--- src/sv/assert_macros.svh ---
// Assertion helpers shared by the RTL.
`ifndef ASSERT_MACROS_SVH
`define ASSERT_MACROS_SVH

// Same-cycle implication, checked outside reset.
`define ASSERT_IMPL(label, clk, rst_n, pre, post) \
    label: assert property (@(posedge clk) disable iff (!rst_n) (pre) |-> (post)) \
        else $error("assertion failed");

// Next-cycle implication, checked outside reset.
`define ASSERT_NEXT(label, clk, rst_n, pre, post) \
    label: assert property (@(posedge clk) disable iff (!rst_n) (pre) |=> (post)) \
        else $error("assertion failed");

`endif

--- src/sv/cmm_pkg.sv ---
package cmm_pkg;
    localparam int COLOR_ENTRIES_DEF = 16;
    localparam int HISTORY_DEPTH_DEF = 16;

    localparam int RAW_W   = 12;
    localparam int NORM_W  = 8;
    localparam int SLOT_W  = 4;
    localparam int CFG_IW  = 3;
    localparam int CFG_DW  = 12;
    localparam int LIMIT_W = 8;
    localparam int DLIM_W  = 9;
    localparam int MAG_W   = 9;

    // register indexes
    localparam logic [CFG_IW-1:0] CFG_FULL_SCALE   = 3'd0;
    localparam logic [CFG_IW-1:0] CFG_MATCH_LIMIT  = 3'd1;
    localparam logic [CFG_IW-1:0] CFG_MATCH_ENABLE = 3'd2;
    localparam logic [CFG_IW-1:0] CFG_DELTA_ENABLE = 3'd3;
    localparam logic [CFG_IW-1:0] CFG_DELTA_LIMIT  = 3'd4;

    localparam logic OP_MEASURE = 1'b0;
    localparam logic OP_STORE   = 1'b1;

    localparam logic KIND_MATCH  = 1'b0;
    localparam logic KIND_REPORT = 1'b1;

    localparam logic [RAW_W-1:0] FULL_SCALE_RST = 12'd4095;
endpackage

--- src/sv/cmm_ram.sv ---
module cmm_ram #(
    parameter int WIDTH = 8,
    parameter int DEPTH = 16,
    parameter int AW    = (DEPTH > 1) ? $clog2(DEPTH) : 1
) (
    input  logic             i_clk,
    input  logic             i_we,
    input  logic [AW-1:0]    i_waddr,
    input  logic [WIDTH-1:0] i_wdata,
    input  logic             i_re,
    input  logic [AW-1:0]    i_raddr,
    output logic [WIDTH-1:0] o_rdata
);
    logic [WIDTH-1:0] r_mem [DEPTH];
    logic [WIDTH-1:0] r_rdata;

    always_ff @(posedge i_clk) begin
        if (i_we) begin
            r_mem[i_waddr] <= i_wdata;
        end
        if (i_re) begin
            r_rdata <= r_mem[i_raddr];
        end
    end

    assign o_rdata = r_rdata;
endmodule

--- src/sv/color_measure_match.sv ---
// Color measure and match. A store transaction (opcode 1) writes one color
// table entry. A measure transaction normalizes the three raw readings to
// floor(raw*255/full_scale), saturated at 255, with three restoring dividers
// running side by side. In delta mode the magnitude sqrt(r^2+g^2+b^2) is
// found bit-serially, pushed into the history memory, and the running average
// is formed by two reciprocal multiplications (sum/HISTORY_DEPTH, then /10).
// With matching on, the color table memory is walked one entry at a time,
// each entry read, squared and compared in turn. An output stall can hold a
// measure up; the block takes one transaction at a time. Table and history
// contents are qualified by valid flops cleared at reset, so no clearing pass
// is needed. The output register lets the final result wait while the next
// transaction is accepted.
module color_measure_match
    import cmm_pkg::*;
#(
    parameter int COLOR_ENTRIES = cmm_pkg::COLOR_ENTRIES_DEF,
    parameter int HISTORY_DEPTH = cmm_pkg::HISTORY_DEPTH_DEF
) (
    input  logic                        i_clk,
    input  logic                        i_rst_n,
    input  logic                        i_cfg_valid,
    output logic                        o_cfg_ready,
    input  logic [cmm_pkg::CFG_IW-1:0]  i_cfg_index,
    input  logic [cmm_pkg::CFG_DW-1:0]  i_cfg_data,
    input  logic                        i_in_valid,
    output logic                        o_in_ready,
    input  logic                        i_opcode,
    input  logic [cmm_pkg::RAW_W-1:0]   i_raw_red,
    input  logic [cmm_pkg::RAW_W-1:0]   i_raw_green,
    input  logic [cmm_pkg::RAW_W-1:0]   i_raw_blue,
    input  logic [cmm_pkg::SLOT_W-1:0]  i_entry_slot,
    input  logic [cmm_pkg::NORM_W-1:0]  i_entry_red,
    input  logic [cmm_pkg::NORM_W-1:0]  i_entry_green,
    input  logic [cmm_pkg::NORM_W-1:0]  i_entry_blue,
    input  logic                        i_entry_valid,
    output logic                        o_out_valid,
    input  logic                        i_out_ready,
    output logic                        o_kind,
    output logic [cmm_pkg::NORM_W-1:0]  o_norm_red,
    output logic [cmm_pkg::NORM_W-1:0]  o_norm_green,
    output logic [cmm_pkg::NORM_W-1:0]  o_norm_blue,
    output logic [cmm_pkg::SLOT_W-1:0]  o_matched_slot,
    output logic                        o_last
);
    `include "assert_macros.svh"

    localparam int TAW   = (COLOR_ENTRIES > 1) ? $clog2(COLOR_ENTRIES) : 1;
    localparam int TIW   = $clog2(COLOR_ENTRIES + 1);
    localparam int HAW   = $clog2(HISTORY_DEPTH);
    localparam int SUMW  = MAG_W + $clog2(HISTORY_DEPTH);
    localparam int DVDW  = 20;
    localparam int DIV_STEPS = DVDW;
    localparam int ROOT_STEPS = 10;
    localparam int CNTW  = 5;
    localparam int TBLW  = 3 * NORM_W;
    localparam int SQW   = 2 * NORM_W;
    localparam int D2W   = SQW + 2;
    localparam int RTW   = 20;
    localparam int SIW   = 7;
    localparam logic [SIW-1:0] ENTRIES_V = SIW'(COLOR_ENTRIES);
    // reciprocal of HISTORY_DEPTH, exact for every sum below 2^SUMW
    localparam int QSH   = SUMW + HAW;
    localparam int QMUL  = (2**QSH + HISTORY_DEPTH - 1) / HISTORY_DEPTH;
    localparam int QPW   = SUMW + QSH;
    // reciprocal of 10, exact for every 13-bit dividend
    localparam int AVW   = 13;
    localparam int ASH   = 17;
    localparam int AMUL  = (2**ASH + 9) / 10;
    localparam int APW   = AVW + ASH;

    // sequencer states
    localparam logic [3:0] S_IDLE = 4'd0;
    localparam logic [3:0] S_NORM = 4'd1;
    localparam logic [3:0] S_SQ   = 4'd2;
    localparam logic [3:0] S_ROOT = 4'd3;
    localparam logic [3:0] S_HSUM = 4'd4;
    localparam logic [3:0] S_DIVQ = 4'd5;
    localparam logic [3:0] S_AVG  = 4'd6;
    localparam logic [3:0] S_DIFF = 4'd8;
    localparam logic [3:0] S_MRD  = 4'd9;
    localparam logic [3:0] S_MSQ  = 4'd10;
    localparam logic [3:0] S_MCMP = 4'd11;
    localparam logic [3:0] S_REP  = 4'd12;
    localparam logic [3:0] S_FIN  = 4'd13;

    // configuration
    logic [RAW_W-1:0]   r_full_scale;
    logic [LIMIT_W-1:0] r_match_limit;
    logic               r_match_enable;
    logic               r_delta_enable;
    logic [DLIM_W-1:0]  r_delta_limit;

    logic [3:0]         r_state;
    logic [CNTW-1:0]    r_cnt;

    // divider lanes
    logic [DVDW-1:0]    r_dvd [3];
    logic [RAW_W-1:0]   r_rem [3];
    logic [RAW_W-1:0]   r_dsr [3];
    logic [DVDW-1:0]    n_dvd [3];
    logic [RAW_W-1:0]   n_rem [3];

    logic [NORM_W-1:0]  r_n [3];
    logic [NORM_W-1:0]  sat [3];

    // magnitude
    logic [RTW-1:0]     r_sx;
    logic [RTW-1:0]     r_res;
    logic [RTW-1:0]     r_bit;
    logic [RTW-1:0]     root_try;
    logic               r_old_v;
    logic [SUMW-1:0]    r_hsum;
    logic [HAW-1:0]     r_hptr;
    logic               r_hval [HISTORY_DEPTH];
    logic [MAG_W-1:0]   mag;
    logic [MAG_W-1:0]   old_mag;
    logic [SUMW-1:0]    sum_new;
    logic [QPW-1:0]     q_prod;
    logic [MAG_W-1:0]   r_q;
    logic [AVW-1:0]     avg_dvd;
    logic [APW-1:0]     a_prod;
    logic [MAG_W-1:0]   avg;
    logic [MAG_W-1:0]   r_avg;
    logic [MAG_W-1:0]   diff;

    // table walk
    logic               r_tval [COLOR_ENTRIES];
    logic [TIW-1:0]     r_idx;
    logic [SQW-1:0]     r_sq [3];
    logic [SQW-1:0]     r_lim2;
    logic               r_report;
    logic [D2W-1:0]     d2;
    logic [NORM_W-1:0]  ent [3];
    logic [NORM_W-1:0]  ad [3];

    // pending result and output register
    logic               r_pend_v;
    logic               r_pend_kind;
    logic [SLOT_W-1:0]  r_pend_slot;
    logic               r_o_valid;
    logic               r_o_kind;
    logic [NORM_W-1:0]  r_o_n [3];
    logic [SLOT_W-1:0]  r_o_slot;
    logic               r_o_last;

    logic               out_free;
    logic               can_push;
    logic               in_acc;
    logic               store_hit;

    // memories
    logic               tbl_we;
    logic               tbl_re;
    logic [TBLW-1:0]    tbl_rdata;
    logic               hist_we;
    logic               hist_re;
    logic [MAG_W-1:0]   hist_rdata;

    assign o_cfg_ready = 1'b1;
    assign o_in_ready  = (r_state == S_IDLE);
    assign in_acc      = i_in_valid && o_in_ready;
    assign store_hit   = {{(SIW-SLOT_W){1'b0}}, i_entry_slot} < ENTRIES_V;
    assign tbl_we      = in_acc && (i_opcode == OP_STORE) && store_hit;
    assign tbl_re      = (r_state == S_MRD);
    assign hist_re     = (r_state == S_SQ);
    assign hist_we     = (r_state == S_HSUM);

    cmm_ram #(.WIDTH(TBLW), .DEPTH(COLOR_ENTRIES)) u_table (
        .i_clk   (i_clk),
        .i_we    (tbl_we),
        .i_waddr (i_entry_slot[TAW-1:0]),
        .i_wdata ({i_entry_red, i_entry_green, i_entry_blue}),
        .i_re    (tbl_re),
        .i_raddr (r_idx[TAW-1:0]),
        .o_rdata (tbl_rdata)
    );

    cmm_ram #(.WIDTH(MAG_W), .DEPTH(HISTORY_DEPTH)) u_history (
        .i_clk   (i_clk),
        .i_we    (hist_we),
        .i_waddr (r_hptr),
        .i_wdata (mag),
        .i_re    (hist_re),
        .i_raddr (r_hptr),
        .o_rdata (hist_rdata)
    );

    // one restoring step per lane
    always_comb begin
        logic [RAW_W:0] t;
        logic           ge;
        for (int k = 0; k < 3; k++) begin
            t  = {r_rem[k], r_dvd[k][DVDW-1]};
            ge = t >= {1'b0, r_dsr[k]};
            n_rem[k] = ge ? RAW_W'(t - {1'b0, r_dsr[k]}) : t[RAW_W-1:0];
            n_dvd[k] = {r_dvd[k][DVDW-2:0], ge};
            sat[k]   = (|r_dvd[k][DVDW-1:NORM_W]) ? {NORM_W{1'b1}} : r_dvd[k][NORM_W-1:0];
        end
    end

    assign root_try = r_res + r_bit;
    assign mag      = r_res[MAG_W-1:0];
    assign old_mag  = r_old_v ? hist_rdata : '0;
    assign sum_new  = r_hsum - {{(SUMW-MAG_W){1'b0}}, old_mag}
                             + {{(SUMW-MAG_W){1'b0}}, mag};
    // q = sum / HISTORY_DEPTH by reciprocal multiplication
    assign q_prod   = {{QSH{1'b0}}, r_hsum} * {{SUMW{1'b0}}, QSH'(QMUL)};
    // 9*q + m, then divide by 10 by reciprocal multiplication
    assign avg_dvd  = {1'b0, r_q, 3'b000} + {4'b0, r_q} + {4'b0, mag};
    assign a_prod   = {{ASH{1'b0}}, avg_dvd} * {{AVW{1'b0}}, ASH'(AMUL)};
    assign avg      = a_prod[ASH +: MAG_W];
    assign diff     = (mag > r_avg) ? mag - r_avg : r_avg - mag;

    assign ent[0] = tbl_rdata[TBLW-1 -: NORM_W];
    assign ent[1] = tbl_rdata[2*NORM_W-1 -: NORM_W];
    assign ent[2] = tbl_rdata[NORM_W-1:0];
    always_comb begin
        for (int k = 0; k < 3; k++) begin
            ad[k] = (r_n[k] > ent[k]) ? r_n[k] - ent[k] : ent[k] - r_n[k];
        end
    end
    assign d2 = {2'b00, r_sq[0]} + {2'b00, r_sq[1]} + {2'b00, r_sq[2]};

    assign out_free = !r_o_valid || i_out_ready;
    assign can_push = !r_pend_v || out_free;

    always_ff @(posedge i_clk) begin
        if (!i_rst_n) begin
            r_full_scale   <= FULL_SCALE_RST;
            r_match_limit  <= '0;
            r_match_enable <= 1'b0;
            r_delta_enable <= 1'b0;
            r_delta_limit  <= '0;
            r_state        <= S_IDLE;
            r_hsum         <= '0;
            r_hptr         <= '0;
            r_pend_v       <= 1'b0;
            r_o_valid      <= 1'b0;
            for (int k = 0; k < HISTORY_DEPTH; k++) begin
                r_hval[k] <= 1'b0;
            end
            for (int k = 0; k < COLOR_ENTRIES; k++) begin
                r_tval[k] <= 1'b0;
            end
        end else begin
            if (i_cfg_valid) begin
                unique case (i_cfg_index)
                    CFG_FULL_SCALE:   r_full_scale   <= i_cfg_data;
                    CFG_MATCH_LIMIT:  r_match_limit  <= i_cfg_data[LIMIT_W-1:0];
                    CFG_MATCH_ENABLE: r_match_enable <= i_cfg_data[0];
                    CFG_DELTA_ENABLE: r_delta_enable <= i_cfg_data[0];
                    CFG_DELTA_LIMIT:  r_delta_limit  <= i_cfg_data[DLIM_W-1:0];
                    default: ;
                endcase
            end

            // drop the output once taken; loads below override
            if (r_o_valid && i_out_ready) begin
                r_o_valid <= 1'b0;
            end

            unique case (r_state)
                S_IDLE: begin
                    if (in_acc) begin
                        if (i_opcode == OP_STORE) begin
                            if (store_hit) begin
                                r_tval[i_entry_slot[TAW-1:0]] <= i_entry_valid;
                            end
                        end else begin
                            r_dvd[0] <= {i_raw_red, 8'd0} - {8'd0, i_raw_red};
                            r_dvd[1] <= {i_raw_green, 8'd0} - {8'd0, i_raw_green};
                            r_dvd[2] <= {i_raw_blue, 8'd0} - {8'd0, i_raw_blue};
                            for (int k = 0; k < 3; k++) begin
                                r_rem[k] <= '0;
                                r_dsr[k] <= r_full_scale;
                            end
                            r_lim2   <= r_match_limit * r_match_limit;
                            r_report <= !r_delta_enable;
                            r_cnt    <= '0;
                            r_state  <= S_NORM;
                        end
                    end
                end
                S_NORM: begin
                    for (int k = 0; k < 3; k++) begin
                        r_dvd[k] <= n_dvd[k];
                        r_rem[k] <= n_rem[k];
                    end
                    r_cnt <= r_cnt + 1'b1;
                    if (r_cnt == CNTW'(DIV_STEPS - 1)) begin
                        r_state <= S_SQ;
                    end
                end
                S_SQ: begin
                    // normalized values settle here; fetch the oldest magnitude
                    for (int k = 0; k < 3; k++) begin
                        r_n[k] <= sat[k];
                    end
                    r_sx    <= RTW'(sat[0]) * RTW'(sat[0]) + RTW'(sat[1]) * RTW'(sat[1])
                             + RTW'(sat[2]) * RTW'(sat[2]);
                    r_res   <= '0;
                    r_bit   <= RTW'(1) << 18;
                    r_old_v <= r_hval[r_hptr];
                    r_cnt   <= '0;
                    if (r_delta_enable) begin
                        r_state <= S_ROOT;
                    end else if (r_match_enable) begin
                        r_idx   <= '0;
                        r_state <= S_MRD;
                    end else begin
                        r_state <= S_REP;
                    end
                end
                S_ROOT: begin
                    if (r_sx >= root_try) begin
                        r_sx  <= r_sx - root_try;
                        r_res <= (r_res >> 1) + r_bit;
                    end else begin
                        r_res <= r_res >> 1;
                    end
                    r_bit <= r_bit >> 2;
                    r_cnt <= r_cnt + 1'b1;
                    if (r_cnt == CNTW'(ROOT_STEPS - 1)) begin
                        r_state <= S_HSUM;
                    end
                end
                S_HSUM: begin
                    r_hsum         <= sum_new;
                    r_hval[r_hptr] <= 1'b1;
                    r_hptr         <= (r_hptr == HAW'(HISTORY_DEPTH - 1)) ? '0 : r_hptr + 1'b1;
                    r_state        <= S_DIVQ;
                end
                S_DIVQ: begin
                    r_q     <= q_prod[QSH +: MAG_W];
                    r_state <= S_AVG;
                end
                S_AVG: begin
                    r_avg   <= avg;
                    r_state <= S_DIFF;
                end
                S_DIFF: begin
                    r_report <= diff > r_delta_limit;
                    r_idx    <= '0;
                    r_state  <= r_match_enable ? S_MRD : S_REP;
                end
                S_MRD: begin
                    r_state <= (r_idx == TIW'(COLOR_ENTRIES)) ? S_REP : S_MSQ;
                end
                S_MSQ: begin
                    for (int k = 0; k < 3; k++) begin
                        r_sq[k] <= ad[k] * ad[k];
                    end
                    r_state <= S_MCMP;
                end
                S_MCMP: begin
                    if (!(r_tval[r_idx[TAW-1:0]] && d2 < {2'b00, r_lim2})) begin
                        r_idx   <= r_idx + 1'b1;
                        r_state <= S_MRD;
                    end else if (can_push) begin
                        // hold the new match; the previous one leaves as not last
                        if (r_pend_v) begin
                            r_o_valid <= 1'b1;
                            r_o_kind  <= r_pend_kind;
                            r_o_slot  <= r_pend_slot;
                            r_o_last  <= 1'b0;
                            for (int k = 0; k < 3; k++) begin
                                r_o_n[k] <= r_n[k];
                            end
                        end
                        r_pend_v    <= 1'b1;
                        r_pend_kind <= KIND_MATCH;
                        r_pend_slot <= SLOT_W'(r_idx[TAW-1:0]);
                        r_idx       <= r_idx + 1'b1;
                        r_state     <= S_MRD;
                    end
                end
                S_REP: begin
                    if (!r_report) begin
                        r_state <= S_FIN;
                    end else if (can_push) begin
                        if (r_pend_v) begin
                            r_o_valid <= 1'b1;
                            r_o_kind  <= r_pend_kind;
                            r_o_slot  <= r_pend_slot;
                            r_o_last  <= 1'b0;
                            for (int k = 0; k < 3; k++) begin
                                r_o_n[k] <= r_n[k];
                            end
                        end
                        r_pend_v    <= 1'b1;
                        r_pend_kind <= KIND_REPORT;
                        r_pend_slot <= '0;
                        r_state     <= S_FIN;
                    end
                end
                S_FIN: begin
                    // release the held result as the final one
                    if (!r_pend_v) begin
                        r_state <= S_IDLE;
                    end else if (out_free) begin
                        r_o_valid <= 1'b1;
                        r_o_kind  <= r_pend_kind;
                        r_o_slot  <= r_pend_slot;
                        r_o_last  <= 1'b1;
                        for (int k = 0; k < 3; k++) begin
                            r_o_n[k] <= r_n[k];
                        end
                        r_pend_v <= 1'b0;
                        r_state  <= S_IDLE;
                    end
                end
                default: r_state <= S_IDLE;
            endcase
        end
    end

    assign o_out_valid    = r_o_valid;
    assign o_kind         = r_o_kind;
    assign o_norm_red     = r_o_n[0];
    assign o_norm_green   = r_o_n[1];
    assign o_norm_blue    = r_o_n[2];
    assign o_matched_slot = r_o_slot;
    assign o_last         = r_o_last;

    `ASSERT_IMPL(a_idle_no_pending, i_clk, i_rst_n, o_in_ready, !r_pend_v)
    `ASSERT_IMPL(a_report_slot_zero, i_clk, i_rst_n,
        o_out_valid && (o_kind == KIND_REPORT), o_matched_slot == '0)
    `ASSERT_NEXT(a_store_one_cycle, i_clk, i_rst_n,
        in_acc && (i_opcode == OP_STORE), o_in_ready)
    `ASSERT_IMPL(a_hptr_range, i_clk, i_rst_n, 1'b1,
        {1'b0, r_hptr} < (HAW+1)'(HISTORY_DEPTH))
endmodule

--- config.mk ---
export PLATFORM = sky130hd
export DESIGN_NAME = color_measure_match
export DESIGN_NICKNAME = d
export VERILOG_FILES = /design/src/sv/cmm_pkg.sv /design/src/sv/cmm_ram.sv /design/src/sv/color_measure_match.sv
export VERILOG_INCLUDE_DIRS = /design/src /design/src/sv
export SDC_FILE = /design/constraint.sdc
export NUM_CORES = 2
export LEC_CHECK = 0
export BUFFER_PORTS_ARGS = -buffer_cell sky130_fd_sc_hd__buf_2
export CORE_AREA = 5 5 450 319
export CTS_CLUSTER_SIZE = 16
export DETAILED_ROUTE_END_ITERATION = 12
export DIE_AREA = 0 0 455 324
export SLEW_MARGIN = 5
export SYNTH_ARGS = -nofsm -noshare
export SYNTH_HDL_FRONTEND = slang
export SYNTH_HIERARCHICAL = 1
export SYNTH_SLANG_ARGS = --single-unit
--- constraint.sdc ---
create_clock -name i_clk -period 17.1 [get_ports i_clk]
set_clock_uncertainty 0.2 [all_clocks]
set_input_delay 0 -clock i_clk [delete_from_list [all_inputs] [get_ports i_clk]]
set_output_delay 0 -clock i_clk [all_outputs]
set_load 0.005 [all_outputs]
==> results.py <==
metrics = {
    "status": {
        "status": "finished clean",
    },
    "yosys": {
        "synth_edf_count": 868,
        "synth.distinct_cells": 104,
        "synth_seq_cells": 958,
        "synth_area_um2": 60500,
        "synth_seq_area_share_pct": 46.1,
        "synthCells": 5000,
        "ys.flop_type": "edfxtp_1",
        "async_reset_ff_share_pct": 0,
        "avgSynthCellArea_um2": 12.1,
        "ys_warn_count": 6,
    },
    "placed_design": {
        "port_buffers": 117,
        "dp_slack_ns": 8.39,
        "dp_hpwl_um": 107000,
        "finalWeightedCongestion": 0.925,
    },
    "route": {
        "wl_per_cell_um": 20.6,
        "drc": 0,
        "dr.pass1.iters": 5,
        "viasPerCell": 5.37,
        "vias": 39000,
        "ant_nets": 0,
        "drt_wl_total_um": 150000,
        "drtIter0Drc": 3398,
    },
    "clock_tree": {
        "tritoncts": "done",
        "post_cts_buffers": 0,
        "cts.sinks": 958,
        "clock_path_buffers": 3,
        "clock_latency_ns": 0.74,
        "root_buffer": "clkbuf_16",
        "clkTransAtPathRegs_ns": 0.07,
        "post_cts_resized": 0,
        "cts_buffers": 95,
        "htreeDepth": 3,
    },
    "sta": {
        "slew_headroom_pct": 21.4,
        "fin_ws_ns": 8.33,
        "clock.fmax_mhz": 114,
        "drv_slew": 0,
        "fin_crit_ns": 8.77,
        "tns_ns": 0,
        "rsz0062_at_grt": "false",
        "final_hold_viol_count": 0,
        "final-setup-viol-count": 0,
        "finalCritPeriodShare_pct": 51.3,
        "worst_slew_pin_slew_ns": 1.18,
    },
    "global_routing": {
        "grt-ovfl-total": 0,
        "grt_usage_pct": 20.4,
        "grt_max_degree": 97,
        "first_global_vias": 38500,
        "antenna_found_initial": 5,
        "grt_pass1_wl_um": 231000,
    },
    "pwr": {
        "swShare_pct": 36.2,
        "cell_internal_pwr_w": 0.00616,
        "p_switching_w": 0.00349,
        "p_per_area_nw_per_um2": 141,
        "pwr-share-clk_pct": 23.7,
        "vdd_drop_max_v": 0.000197,
        "p_leak_nw": 27.1,
        "seq_power_share_pct": 31.4,
        "combPwrFrac_pct": 44.9,
    },
    "worst_setup_path": {
        "cp.arrival_ns": 9.00,
        "cp_common_cell": "fa_1",
        "slowest_delay_ns": 0.62,
        "critPathMaxFanout": 8,
        "crit_family": "adder cells",
        "worst_setup_path_end_kind": "flip-flop",
        "crit_required_ns": 17.33,
        "worstSetupPathType": "reg -> reg",
        "path_buf_inv": 6,
        "slowest_stage": "nor2_1",
        "start_kind": "flip-flop",
    },
    "floorplanning": {
        "die_w_um": 455,
        "start_util_pct": 43.5,
        "die-area_um2": 147000,
        "die_h_um": 324,
        "row_count": 115,
        "pin_count": 119,
        "core_um2": 139000,
    },
    "run": {
        "drv_cap": 0,
    },
    "finish": {
        "area_delta_synth_final_pct": 13.4,
        "drive_above_1_share_pct": 10.1,
        "final_nets": 6219,
    },
    "hold_path": {
        "min_path_type": "in -> reg",
    },
}
[synth_stat cells (9+ instances only)]
| cell type | number | area share, % |
|---|---|---|
| a211oi_1 | 36 | 0.45 |
| a21boi_0 | 24 | 0.30 |
| a21o_1 | 48 | 0.60 |
| a21oi_1 | 176 | 1.5 |
| a22oi_1 | 69 | 0.86 |
| a31oi_1 | 40 | 0.41 |
| and2_1 | 55 | 0.57 |
| and3_1 | 10 | 0.10 |
| buf_2 | 16 | 0.13 |
| clkbuf_1 | 92 | 0.57 |
| dfxtp_1 | 90 | 3.0 |
| edfxtp_1 | 868 | 43 |
| fa_1 | 319 | 11 |
| ha_1 | 501 | 10 |
| inv_1 | 639 | 4.0 |
| mux2_2 | 9 | 0.17 |
| mux2i_1 | 36 | 0.60 |
| mux4_1 | 15 | 0.65 |
| mux4_2 | 126 | 4.7 |
| nand2_1 | 339 | 2.1 |
| nand2b_1 | 24 | 0.25 |
| nand3_1 | 88 | 0.73 |
| nand3b_1 | 11 | 0.14 |
| nand4_1 | 26 | 0.27 |
| nor2_1 | 390 | 2.4 |
| nor2b_1 | 94 | 0.97 |
| nor3_1 | 72 | 0.60 |
| nor4_1 | 18 | 0.19 |
| o211ai_1 | 20 | 0.25 |
| o21a_1 | 42 | 0.52 |
| o21ai_0 | 147 | 1.2 |
| o21ai_1 | 20 | 0.17 |
| o21bai_1 | 23 | 0.29 |
| o311a_1 | 9 | 0.15 |
| o31ai_1 | 31 | 0.38 |
| or2_2 | 24 | 0.25 |
| or3_1 | 22 | 0.23 |
| xnor2_1 | 179 | 2.6 |
| xor2_1 | 84 | 1.2 |
[routing by layer]
metal | global-route usage (%) | up-vias | wire [um]
met2 | 30.8 | 1065 | 65500
met3 | 3.42 | 161 | 9580
met5 | 0 | - | 25
met4 | 4.56 | 4 | 3340
met1 | 30.9 | 19400 | 71200
li1 | - | 18400 | -
[worst min-delay path, stage by stage]
cell	delay, ns
dlygate4sd3_1	0.54
buf_2	0.21
nand2_1	0.10
nand3_1	0.07
[power by group through the flow]
stage / Combinational [W] / Sequential, W / Clock (W)
final: 0.00433 / 0.00303 / 0.00228
after global routing: 0.00496 / 0.00305 / 0.00243
after CTS: 0.00437 / 0.00303 / 0.00233
after detailed placement: 0.00429 / 0.00308 / 0
after global placement: 0.00424 / 0.00308 / 0
after floorplan: 0.00331 / 0.00306 / 0
[metrics by stage]
step	cells	utilization (%)	hold slack, ns	instance area [um2]	power, W
global route	7267	49.3	0.0238	68600	0.0104
floorplan	5004	-	-0.101	60500	0.00637
global placement	6907	45.5	0.0335	63300	0.00732
CTS	7267	49.3	0.000124	68600	0.00973
detailed placement	6907	45.5	0.0424	63300	0.00737
finish	7271	49.3	0.0518	68600	0.00965
[sequential cells by signal, indices dropped and copies added (netlist names), 10 cells and up, named ones only]
signal	flops
r_lim2	15
r_res	20
r_full_scale	12
r_bit	10
u_table/r_mem	384
u_history/r_mem	144
r_sx	20
r_dvd	60
r_o_n	24
r_rem	36
r_hsum	13
u_table/o_rdata	24
r_sq	45
r_n	24
r_tval	16
r_hval	16
r_dsr	12
[cells by family (layout without fill, tap and decap cells)]
logic type / after synthesis / in the layout / synth area share, %
and+or+nand+nor: 1222 / 1222 / 9.49
DFF: 958 / 958 / 46.1
adders and majority gates: 820 / 820 / 20.9
buffers and inverters: 774 / 1165 / 5.03
AOI/OAI and AO/OA: 766 / 766 / 8.29
xor gates and xnor gates: 270 / 270 / 4.02
muxes: 188 / 188 / 6.15
other: 2 / 10 / 0.0124
[path summary, 6_finish.rpt]
check | from | slack, ns | cells past startpoint | end
worst min-delay path | i_cfg_data[6] | 0.05 | 4 | r_full_scale[6]$_SDFFE_PN1P_
worst max register to register | r_dvd[0][54]$_DFFE_PP_ | 8.33 | 26 | r_sx[17]$_DFFE_PP_
worst min register to register | r_pend_kind$_DFFE_PP_ | 0.22 | 0 | o_kind$_DFFE_PP_
worst max-delay path | r_dvd[0][54]$_DFFE_PP_ | 8.33 | 26 | r_sx[17]$_DFFE_PP_
[layout make-up]
type | count | area (um2)
Fill cell | 12100 | 70600
Multi-Input combinational cell | 3272 | 29800
Sequential cell | 958 | 27900
Timing Repair Buffer | 343 | 2740
Clock buffer | 113 | 2510
Inverter | 643 | 2410
Tap cell | 1872 | 2340
Clock inverter | 66 | 902
Antenna cell | 4 | 10.0
[repair_timing]
item | in CTS | in global routing
endpoints found under the setup margin | 0 | 0
hold buffers | 181 | 0
hold endpoints to repair | 754 | 0
[cell usage in the layout, fill, tap and decap left out, types with 88 or more instances in the layout]
master / Yosys / routed
a21oi_1: 176 / 176
buf_2: 16 / 117
clkbuf_16: 0 / 97
dfxtp_1: 90 / 88
dlygate4sd3_1: 0 / 181
edfxtp_1: 868 / 868
fa_1: 319 / 319
ha_1: 501 / 501
inv_1: 639 / 639
mux4_2: 126 / 126
nand2_1: 339 / 339
nor2_1: 390 / 371
nor2b_1: 94 / 92
o21ai_0: 147 / 146
xnor2_1: 179 / 179
Note: power is estimated with default switching activity, not from simulation.
